[src/hw/rtl/ptw4_pkg.sv]
// shared types and constants for the four-level page table walker
// no dependencies; imported by every walker module

package ptw4_pkg;

  localparam int unsigned PaddrBits = 52;  // physical address width kept by the walker
  localparam int unsigned VaddrBits = 48;
  localparam int unsigned AddrW     = 52;  // width of the mem_addr field
  localparam int unsigned RootW     = 40;
  localparam int unsigned EntryW    = 64;
  localparam int unsigned StatusW   = 3;

  // input word kinds
  localparam logic ReqTranslate = 1'b0;
  localparam logic ReqResponse  = 1'b1;

  // result word kinds
  localparam logic ResRead = 1'b0;
  localparam logic ResDone = 1'b1;

  localparam logic [StatusW-1:0] StatusOk = 3'd0;

  // entry bit positions
  localparam int unsigned BitPresent = 0;
  localparam int unsigned BitWrite   = 1;
  localparam int unsigned BitUser    = 2;
  localparam int unsigned BitNoExec  = 63;

  typedef struct packed {
    logic write;
    logic user;
    logic ifetch;
  } access_t;

  typedef struct packed {
    logic                 busy;
    logic [1:0]           level;
    logic [VaddrBits-1:0] vaddr;
    access_t              access;
    logic [AddrW-1:0]     entry_addr;
  } walk_state_t;

  typedef struct packed {
    logic                 req_type;
    logic [VaddrBits-1:0] virt_addr;
    access_t              access;
    logic [EntryW-1:0]    read_data;
  } walk_in_t;

  typedef struct packed {
    logic               res_type;
    logic [AddrW-1:0]   mem_addr;
    logic [StatusW-1:0] status;
    logic [EntryW-1:0]  entry_value;
  } walk_res_t;

endpackage

[src/hw/rtl/ptw4_step.sv]
// next-state and result logic for one input word of the walker
// depends on ptw4_pkg

module ptw4_step
  import ptw4_pkg::*;
(
  input  walk_state_t      state_i,
  input  walk_in_t         word_i,
  input  logic [RootW-1:0] root_page_i,
  output walk_state_t      state_o,
  output walk_res_t        res_o,
  output logic             emit_o
);

  logic [VaddrBits-1:0] vaddr;
  logic [1:0]           lvl;
  logic [8:0]           idx;
  logic [AddrW-1:0]     base;
  logic [AddrW-1:0]     addr;
  logic                 ok;
  logic                 last;
  logic [EntryW-1:0]    e;

  assign e = word_i.read_data;

  // permission check against the saved access kind
  assign ok = e[BitPresent]
            & (~state_i.access.write  | e[BitWrite])
            & (~state_i.access.user   | e[BitUser])
            & ~(state_i.access.ifetch & e[BitNoExec]);

  assign last = (state_i.level == 2'd3);

  always_comb begin
    // address for the level being asked for next
    if (word_i.req_type == ReqTranslate) begin
      vaddr = word_i.virt_addr;
      lvl   = 2'd0;
      base  = '0;
      base[PaddrBits-1:12] = root_page_i[PaddrBits-13:0];
    end else begin
      vaddr = state_i.vaddr;
      lvl   = state_i.level + 2'd1;
      base  = '0;
      base[PaddrBits-1:12] = e[PaddrBits-1:12];
    end
    unique case (lvl)
      2'd0:    idx = vaddr[47:39];
      2'd1:    idx = vaddr[38:30];
      2'd2:    idx = vaddr[29:21];
      default: idx = vaddr[20:12];
    endcase
    addr = {base[AddrW-1:12], idx, 3'b000};
  end

  always_comb begin
    state_o = state_i;
    res_o   = '{res_type: ResRead, mem_addr: addr, status: StatusOk, entry_value: '0};
    emit_o  = 1'b0;
    if (word_i.req_type == ReqTranslate) begin
      if (!state_i.busy) begin
        state_o.busy       = 1'b1;
        state_o.level      = 2'd0;
        state_o.vaddr      = word_i.virt_addr;
        state_o.access     = word_i.access;
        state_o.entry_addr = addr;
        emit_o             = 1'b1;
      end
    end else if (state_i.busy) begin
      emit_o = 1'b1;
      if (!ok || last) begin
        state_o.busy      = 1'b0;
        res_o.res_type    = ResDone;
        res_o.mem_addr    = state_i.entry_addr;
        res_o.status      = ok ? StatusOk : {1'b0, state_i.level} + 3'd1;
        res_o.entry_value = e;
      end else begin
        state_o.level      = lvl;
        state_o.entry_addr = addr;
      end
    end
  end

endmodule

[src/hw/rtl/ptw4_out_buf.sv]
// result register with one skid entry behind it
// depends on ptw4_pkg

module ptw4_out_buf
  import ptw4_pkg::*;
(
  input  logic      clk_i,
  input  logic      rst_ni,
  input  logic      push_i,
  input  walk_res_t data_i,
  output logic      ready_o,
  output logic      valid_o,
  input  logic      ready_i,
  output walk_res_t data_o
);

  logic      main_valid_q;
  logic      skid_valid_q;
  walk_res_t main_q;
  walk_res_t skid_q;
  logic      pop;

  assign pop     = main_valid_q & ready_i;
  assign ready_o = ~skid_valid_q;
  assign valid_o = main_valid_q;
  assign data_o  = main_q;

  always_ff @(posedge clk_i or negedge rst_ni) begin
    if (!rst_ni) begin
      main_valid_q <= 1'b0;
      skid_valid_q <= 1'b0;
    end else begin
      if (skid_valid_q) begin
        if (pop) begin
          skid_valid_q <= 1'b0;
        end
      end else if (push_i) begin
        if (!main_valid_q || pop) begin
          main_valid_q <= 1'b1;
        end else begin
          skid_valid_q <= 1'b1;
        end
      end else if (pop) begin
        main_valid_q <= 1'b0;
      end
    end
  end

  always_ff @(posedge clk_i) begin
    if (skid_valid_q) begin
      if (pop) begin
        main_q <= skid_q;
      end
    end else if (push_i) begin
      if (!main_valid_q || pop) begin
        main_q <= data_i;
      end else begin
        skid_q <= data_i;
      end
    end
  end

  a_skid_behind_main: assert property (@(posedge clk_i) disable iff (!rst_ni)
    skid_valid_q |-> main_valid_q)
    else $error("skid entry held without a result in front");

  a_skid_drains: assert property (@(posedge clk_i) disable iff (!rst_ni)
    skid_valid_q && pop |=> main_valid_q && !skid_valid_q)
    else $error("skid entry lost on pop");

endmodule

[src/hw/rtl/page_table_walker_4level_core.sv]
// top level of the four-level page table walker
// depends on ptw4_pkg, ptw4_step and ptw4_out_buf
//
// usage:
//   input channel (in_valid_i / in_ready_o) carries translate requests and
//   memory read responses, told apart by req_type_i. output channel
//   (out_valid_o / out_ready_i) carries read requests for the next table
//   entry and the final walk result. memory sits outside: the user feeds
//   each read request to memory and returns the entry as a response word.
//   root_table_page is to be written through cfg_we_i / cfg_wdata_i only
//   while idle, by the user; the block itself does not enforce this.
// throughput: one input word per cycle when in_ready_o is high; a walk costs
//   one translate word and up to four response words. words doing nothing
//   (a request mid-walk, a response while idle) are taken, with no result.
// reset clears the walk state, the root page and the result buffer.
// when the receiver stalls, the result register holds and one more word is
//   taken into the skid entry; after that in_ready_o drops until it drains.

module page_table_walker_4level_core
  import ptw4_pkg::*;
(
  input  logic                 clk_i,
  input  logic                 rst_ni,
  input  logic                 cfg_we_i,
  input  logic [RootW-1:0]     cfg_wdata_i,
  input  logic                 in_valid_i,
  output logic                 in_ready_o,
  input  logic                 req_type_i,
  input  logic [VaddrBits-1:0] virt_addr_i,
  input  logic                 want_write_i,
  input  logic                 want_user_i,
  input  logic                 want_ifetch_i,
  input  logic [EntryW-1:0]    read_data_i,
  output logic                 out_valid_o,
  input  logic                 out_ready_i,
  output logic                 res_type_o,
  output logic [AddrW-1:0]     mem_addr_o,
  output logic [StatusW-1:0]   status_o,
  output logic [EntryW-1:0]    entry_value_o
);

  logic [RootW-1:0] root_q;
  walk_state_t      state_q;
  walk_state_t      state_d;
  walk_in_t         word;
  walk_res_t        res;
  walk_res_t        out_data;
  logic             emit;
  logic             accept;

  assign accept = in_valid_i & in_ready_o;

  assign word = '{req_type:  req_type_i,
                  virt_addr: virt_addr_i,
                  access:    '{write: want_write_i, user: want_user_i,
                               ifetch: want_ifetch_i},
                  read_data: read_data_i};

  always_ff @(posedge clk_i or negedge rst_ni) begin
    if (!rst_ni) begin
      root_q <= '0;
    end else if (cfg_we_i) begin
      root_q <= cfg_wdata_i;
    end
  end

  always_ff @(posedge clk_i or negedge rst_ni) begin
    if (!rst_ni) begin
      state_q <= '0;
    end else if (accept) begin
      state_q <= state_d;
    end
  end

  ptw4_step u_step (
    .state_i     (state_q),
    .word_i      (word),
    .root_page_i (root_q),
    .state_o     (state_d),
    .res_o       (res),
    .emit_o      (emit)
  );

  ptw4_out_buf u_out_buf (
    .clk_i   (clk_i),
    .rst_ni  (rst_ni),
    .push_i  (accept & emit),
    .data_i  (res),
    .ready_o (in_ready_o),
    .valid_o (out_valid_o),
    .ready_i (out_ready_i),
    .data_o  (out_data)
  );

  assign res_type_o    = out_data.res_type;
  assign mem_addr_o    = out_data.mem_addr;
  assign status_o      = out_data.status;
  assign entry_value_o = out_data.entry_value;

  a_translate_starts_walk: assert property (@(posedge clk_i) disable iff (!rst_ni)
    accept && req_type_i == ReqTranslate && !state_q.busy |=> state_q.busy)
    else $error("translate request did not start a walk");

  a_fail_only_when_done: assert property (@(posedge clk_i) disable iff (!rst_ni)
    out_valid_o && status_o != StatusOk |-> res_type_o == ResDone)
    else $error("failure status on a read request");

  a_read_has_no_entry: assert property (@(posedge clk_i) disable iff (!rst_ni)
    out_valid_o && res_type_o == ResRead |-> entry_value_o == '0)
    else $error("read request carries entry data");

  a_idle_response_silent: assert property (@(posedge clk_i) disable iff (!rst_ni)
    accept && req_type_i == ReqResponse && !state_q.busy |=> !state_q.busy)
    else $error("response while idle changed the walk state");

endmodule
[config.mk]
export PLATFORM = sky130hd
export DESIGN_NAME = page_table_walker_4level_core
export DESIGN_NICKNAME = d
export VERILOG_FILES = /design/src/hw/rtl/ptw4_pkg.sv /design/src/hw/rtl/ptw4_step.sv /design/src/hw/rtl/ptw4_out_buf.sv /design/src/hw/rtl/page_table_walker_4level_core.sv
export SDC_FILE = /design/constraint.sdc
export NUM_CORES = 1
export LEC_CHECK = 0
export BUFFER_PORTS_ARGS = -buffer_cell sky130_fd_sc_hd__buf_2
export CORE_MARGIN = 10
export CORE_UTILIZATION = 42
export DETAILED_ROUTE_END_ITERATION = 6
export HOLD_SLACK_MARGIN = 0.08
export PLACE_DENSITY_LB_ADDON = 0.12
export SKIP_CTS_REPAIR_TIMING = 1
export SLEW_MARGIN = 10
export SYNTH_ARGS = -nofsm -noshare
export SYNTH_HDL_FRONTEND = slang
export SYNTH_HIERARCHICAL = 1
export SYNTH_SLANG_ARGS = --single-unit
[constraint.sdc]
create_clock -name clk_i -period 26.6 [get_ports clk_i]
set_input_delay 2.66 -clock clk_i [delete_from_list [all_inputs] [get_ports clk_i]]
set_output_delay 2.66 -clock clk_i [all_outputs]
set_load 0.02 [all_outputs]
# Word level (Yosys, flattened, before mapping)
# Index checks and enable logic that the tools add are counted.
# Widths: inputs -> output; s select.
[classes]
n_mul = 0
reduce_logical = 13
shift = 0
n_mux = 30
bitwise_logic = 16
n_lt_le_gt_ge = 0
div_mod_pow = 0
eq_ne = 8
add_sub_neg = 2
[ops]
columns = ["operator", "n"]
rows = [
  ["$mux 120", 7],
  ["$mux 52", 4],
  ["$mux 105", 1],
  ["$mux 48", 1],
  ["$pmux 9 s3", 1],
  ["$reduce_and 3->1", 4],
  ["$mux 1", 11],
  ["$mux 3", 3],
  ["$ne 2x2->1 const B", 4],
  ["$and 1x1->1", 7],
  ["$not 1->1", 7],
  ["$reduce_bool 2->1", 3],
  ["$eq 2x2->1 const B", 2],
  ["$mux 2", 2],
  ["$reduce_and 4->1", 1],
  ["$add 2x1->3 const B", 1],
  ["$add 2x1->2 const B", 1],
  ["$eq 2x1->1 const B", 1],
  ["$logic_not 1->1", 2],
  ["$logic_not 2->1", 1],
  ["$logic_or 1x1->1", 2],
  ["$ne 2x1->1 const B", 1],
  ["$or 1x1->1", 2],
]
[totals]
elab_cells = 87
register_bits = 388
memories = 0
rom_bits = 0
ramBits = 0
latch_bits = 0

# Logic depth before layout (Yosys ltp)
# Gate-level depths: netlist (run 1).
[depth]
word_depth = 13
depth_mapped = 8
mapped_depth_nobuf = 6

# By module
# Netlist (run 1), hierarchy kept.
[by_module_without_submodules]
columns = ["module", "instances", "area_each_um2", "cells_per_inst"]
rows = [
  ["ptw4_out_buf", 1, 8951.1, 386],
  ["page_table_walker_4level_core", 1, 5566.6, 309],
  ["ptw4_step", 1, 3271.9, 479],
]

# Least setup slack after synthesis (run 1)
# No wires, ideal clock.
[synth_path]
kind = "input -> register"
from = "in req_type_i"
to = "reg u_out_buf/skid_q[0] (netlist bit), enable pin"
t_required_ns = 25.852
slack_ns = 14.179
arrival_ns = 11.673
stages = 6
cell_sequence = "buf_2 clkbuf_1 xnor2_1 and3_1 nand2b_1 nor3_1"
[synth_between]
elab_chain_len = 3
[synth_rtl]
columns = ["item", "line_no", "source"]
rows = [
  ["from (decl)", "page_table_walker_4level_core.sv:28", "input logic req_type_i,"],
  ["$mux 1", "ptw4_step.sv:60", "if (word_i.req_type == ReqTranslate) begin"],
  ["via emit", "page_table_walker_4level_core.sv:48", "logic emit;"],
  ["$and 1x1->1", "page_table_walker_4level_core.sv:87", ".push_i (accept & emit),"],
  ["$reduce_and 3->1 (no line)", "n/a", ""],
  ["to (signal assigned)", "ptw4_out_buf.sv:58", "skid_q <= data_i;"],
  ["to (decl)", "ptw4_out_buf.sv:20", "walk_res_t skid_q;"],
]
# The timed path passes the listed nets, and every way through them passes these cells.
# A chain may end at the register's enable or synchronous reset.

# Final worst setup path (run 1)
[layout_path]
from = "in req_type_i"
to = "reg u_out_buf.main_q, in the netlist u_out_buf/data_o[53], enable pin"
[layout_between]
elab_chain_len = 4
[layout_rtl]
columns = ["item", "line_no", "source"]
rows = [
  ["$mux 1", "ptw4_step.sv:60", ""],
  ["via emit", "page_table_walker_4level_core.sv:48", ""],
  ["$and 1x1->1", "page_table_walker_4level_core.sv:87", ""],
  ["$reduce_bool 2->1 (no line)", "n/a", ""],
  ["$reduce_and 3->1 (no line)", "n/a", ""],
  ["to (signal assigned)", "ptw4_out_buf.sv:52", "main_q <= skid_q;"],
  ["to (signal assigned)", "ptw4_out_buf.sv:56", "main_q <= data_i;"],
  ["to (decl)", "ptw4_out_buf.sv:19", "walk_res_t main_q;"],
]
# The timed path passes the listed nets, and every way through them passes these cells.

==> results_dict.tcl, run 1 <==
set metrics [dict create \
    status "finished clean" \
    die_w_um 222 \
    peakVddDrop_mv 0.0534 \
    rsz0062_at_grt "false" \
    hold_viol_final 0 \
    total_power_w 0.00229 \
    finalSetupViolations 0 \
    dp_hpwl_mm 26.4 \
    cts_tree "done" \
    overflow 0 \
    grt_usage 0.169 \
    final_area_um2 20400 \
    synthCells 1138 \
    wirelength_mm 42.5 \
    final_common_cell "buf_2" \
    fmax_mhz 195 \
    drv_cap 0 \
    fin_nets 1558 \
    clock_path_buffers 3 \
    routabilityCongestion 0.726 \
    place_area_um2 19000 \
    root_buffer "clkbuf_16" \
    skew_ns 0.0133 \
    dp.cells 1882 \
    grt_pass1_vias 10700 \
    path_class "input port to flop" \
    reg2regPathDepth 7 \
    tightestPinTransition_ns 1.08 \
    routedWlPerCell_um 21.6 \
    dr.pass1.iters 5 \
    cts.sinks 376 \
    slew_viol_final 0 \
    antenna_found_initial 6 \
    route.detailed.drc 0 \
    drt_iter0_markers 541 \
    insertion_delay_ns 0.56 \
    synth.net_count 1300 \
    grt_pass1_wl_mm 65.8 \
    synth_warnings 6 \
    areaGrowthSynthToFinish_pct 18.8 \
    via_per_inst 5.17 \
    holdPathStages 1 \
    ant_nets 0 \
    port_buffers 270 \
    syn-cell-area_um2 17200 \
    final_cells 1967 \
    cp-end-kind "flop" \
    p_per_area_nw_per_um2 112 \
    clk_pin_slew_ns 0.06 \
    hold_class "flop to flop" \
    final_cell_mix "268 x buf_2, 240 x edfxtp_1, 211 x mux2_2" \
    drive_gt1_frac 0.465 \
    die_area_um2 49500 \
    vias 10200 \
    htree_levels 2 \
    rows 74 \
    crit_arrival_ns 5.32 \
    initial_core_util 0.423 \
    cts_buffers 44 \
    max_slew_margin 0.279 \
    coreArea_um2 40600 \
    crit_fanout 55 \
    grt_max_degree 71 \
    tns_ns 0 \
    p_leak_nw 8.50 \
    crit_path_start_kind "input port" \
    period_needed_ns 5.13 \
    finalCritPeriodShare 0.193 \
    pin_count 283 \
    crit_required_ns 26.79 \
    syn_avg_cell_area_um2 15.1 \
    die_h_um 222 \
]
==> power breakdown <==
group	total [W]	internal [W]	leakage, nW	switching (W)
Sequential	0.000923	0.000832	3.87	0.0000912
Clock	0.000596	0.000357	0.708	0.000239
Combinational	0.000773	0.000365	3.93	0.000408
==> critical path, cell delays in order <==
cell and delay (ns):
buf_4 0.49, xnor2_1 0.18, and3_1 0.21, nand2b_1 0.14, a2bb2oi_4 0.78, buf_4 0.74
==> area by class of cell <==
cell class              instances  area (um^2)
fillers                      3512        20200
flip-flops and latches        376        10600
multi-input cells             664         6140
repair buffers                288         1500
clock buffers                  66         1300
well taps                     532          666
clock inverters                16          138
inverters                      22         82.6
diodes                          3         7.51
==> stage by stage <==
step	hold slack [ns]	util	setup slack [ns]
3_5_place_dp	0.495	0.467	20.76
5_1_grt	0.527	0.503	21.22
2_1_floorplan	0.480	-	14.18
3_3_place_gp	0.488	0.467	20.82
4_1_cts	0.509	0.503	21.36
6_report	0.506	0.503	21.47
==> sequential cells by signal, summed over array words and instances, names as in the netlist <==
register	cells
u_out_buf/skid_valid_q	1
state_q	94
u_out_buf/skid_q	120
u_out_buf/data_o	120
u_out_buf/valid_o	1
root_q	40
==> routing by layer <==
| metal | up-vias | track usage | part of all wire |
|---|---|---|---|
| met5 | - | 0 | 0.0014 |
| met4 | 8 | 0.0497 | 0.021 |
| met3 | 64 | 0.0435 | 0.056 |
| met2 | 232 | 0.277 | 0.48 |
| met1 | 5125 | 0.216 | 0.44 |
| li1 | 4732 | - | - |
==> worst paths after layout <==
kind	from	to	slack, ns
max	req_type_i	u_out_buf/data_o[53]	21.47
min	root_q[23]	root_q[23]	0.51
max reg2reg	state_q[103]	state_q[42]	23.09
min reg2reg	root_q[23]	root_q[23]	0.51
max in group asynchronous	rst_ni	state_q[78]	22.96
min in group asynchronous	rst_ni	root_q[9]	2.10
No activity file was read; power rests on OpenSTA's default activity.
==> inputs of run 2 (changes only) <==
==> constraint.sdc (replaced) <==
create_clock -name clk_i -period 4.1 [get_ports clk_i]
set_input_delay 0.41 -clock clk_i [delete_from_list [all_inputs] [get_ports clk_i]]
set_output_delay 0.41 -clock clk_i [all_outputs]
set_load 0.02 [all_outputs]
==> results_dict.tcl, run 2 (synthesis gave the netlist of run 1 again) <==
set metrics [dict create \
    fmax_mhz 373 \
    clk_pin_slew_ns 0.06 \
    finalCritPeriodShare 0.653 \
    hold_class "input port to flop" \
    min_to "root_q[13]" \
    final_util 0.514 \
    ant_nets 0 \
    drive_gt1_frac 0.458 \
    clock_path_buffers 3 \
    die_h_um 222 \
    top_layer_used "met5" \
    slew_viol_final 0 \
    power.internal_w 0.0101 \
    period_needed_ns 2.68 \
    met3_length_mm 1.96 \
    crit_family "compound AO/OA/AOI/OAI gates" \
    root_buffer "clkbuf_16" \
    tns_ns 0 \
    max_slew_margin 0.441 \
    drv_cap 0 \
    antenna_found_initial 3 \
    wirelength_mm 42.8 \
    crit_path_start_kind "flop" \
    crit_arrival_ns 2.98 \
    clkPwrFrac 0.256 \
    drt_iter0_markers 548 \
    cp_cell_sequence "ha_1, nand2b_1, o41a_1, buf_4, nand2_1, a31oi_1, mux2_4" \
    overflow 0 \
    crit_required_ns 4.40 \
    p_leak_nw 8.67 \
    dr.pass1.iters 5 \
    final_cell_mix "268 x buf_2, 240 x edfxtp_1, 211 x mux2_2" \
    min-delay-start "cfg_wdata_i[13]" \
    areaGrowthSynthToFinish_pct 21.3 \
    total_power_w 0.0149 \
    r2r_start "state_q[103]" \
    p_per_area_nw_per_um2 716 \
    cts.sinks 376 \
    grt_pass1_vias 10900 \
    p_comb_frac 0.344 \
    rsz0062_at_grt "false" \
    holdPathStages 2 \
    m1WireLength_mm 19.1 \
    dp_hpwl_mm 26.7 \
    final_common_cell "buf_2" \
    routabilityCongestion 0.727 \
    vias 10300 \
    port_buffers 270 \
    seq_power_share 0.400 \
    cts_buffers 44 \
    power_switching_w 0.00481 \
    status "finished clean" \
    skew_ns 0.0149 \
    fin_ws_ns 1.42 \
    fin_nets 1592 \
    pin_count 283 \
    route.detailed.drc 0 \
    cts_tree "done" \
    r2r_setup_slack_ns 1.42 \
    met2_length_mm 21.0 \
    die_area_um2 49500 \
    insertion_delay_ns 0.56 \
    finalSetupViolations 0 \
    cp_slowest_cell "o41a_1" \
    crit_buf_inv 1 \
    via_per_inst 5.14 \
    grt_max_degree 96 \
    place_area_um2 19100 \
    cp-end-kind "flop" \
    critPathMaxStageDelay_ns 0.58 \
    dp_slack_ns 1.41 \
    htree_levels 2 \
    routedWlPerCell_um 21.4 \
    rows 74 \
    die_w_um 222 \
    coreArea_um2 40600 \
    tightestPinTransition_ns 0.838 \
    swShare 0.322 \
    grt_pass1_wl_mm 66.2 \
    crit_fanout 24 \
    path_class "flop to flop" \
    reg2regPathDepth 7 \
    peakVddDrop_mv 0.387 \
    final_area_um2 20900 \
    hold_viol_final 0 \
    r2r-end "u_out_buf/data_o[88]" \
    grt_usage 0.169 \
    initial_core_util 0.423 \
    fill_cells 3547 \
]
==> run 2: cell types whose count changed in the layout (fill, tap and decap cells not counted), sizes merged <==
cell / change
inv: -4
clkinvlp: +1
diode: -1
buf: +2
dlygate4sd3: +32
clkbuf: -4
clkinv: +5
==> run 2: power groups by stage <==
stage	sequential (W)	combinational [W]	clock (W)
2_1_floorplan	0.00644	0.00331	0
3_3_place_gp	0.00602	0.00514	0
3_5_place_dp	0.00605	0.00521	0
4_1_cts	0.00599	0.00522	0.00394
5_1_grt	0.00610	0.00558	0.00409
6_report	0.00598	0.00515	0.00382
==> run 2: metal layers <==
metal	vias to the layer above	track usage
met1	5206	0.219
met2	217	0.282
met5	-	0
li1	4788	-
met3	54	0.0398
met4	2	0.0401
==> run 2: worst max-delay path by stage <==
stage                                 from                    to  slack [ns]  depth (start not counted)
finish                        state_q[103]  u_out_buf/data_o[88]        1.42                          7
global route                  state_q[103]  u_out_buf/data_o[88]        1.28                          7
CTS                           state_q[103]  u_out_buf/data_o[88]        1.41                          7
detailed placement              req_type_i  u_out_buf/data_o[52]        1.41                          6
global placement                req_type_i  u_out_buf/data_o[62]        1.41                          6
floorplan           u_out_buf/skid_valid_q   u_out_buf/skid_q[0]       -0.39                          7
==> run 2: cell type report <==
| cell class | count | area, um^2 | area share |
|---|---|---|---|
| sequential | 376 | 10600 | 0.508 |
| multi-input combinational | 664 | 6160 | 0.295 |
| timing repair buffer | 322 | 1930 | 0.0925 |
| clock buffer | 62 | 1280 | 0.0613 |
| tap | 532 | 666 | 0.0319 |
| clock inverter | 18 | 131 | 0.00629 |
| inverter | 22 | 86.3 | 0.00414 |
| antenna | 2 | 5.00 | 0.000240 |
==> run 2: stage by stage <==
stage                     cells  hold slack, ns
after global routing       1996          0.0817
final                      1998           0.103
after CTS                  1964          -0.152
after floorplan            1138           0.114
after detailed placement   1884           0.451
after global placement     1884           0.450
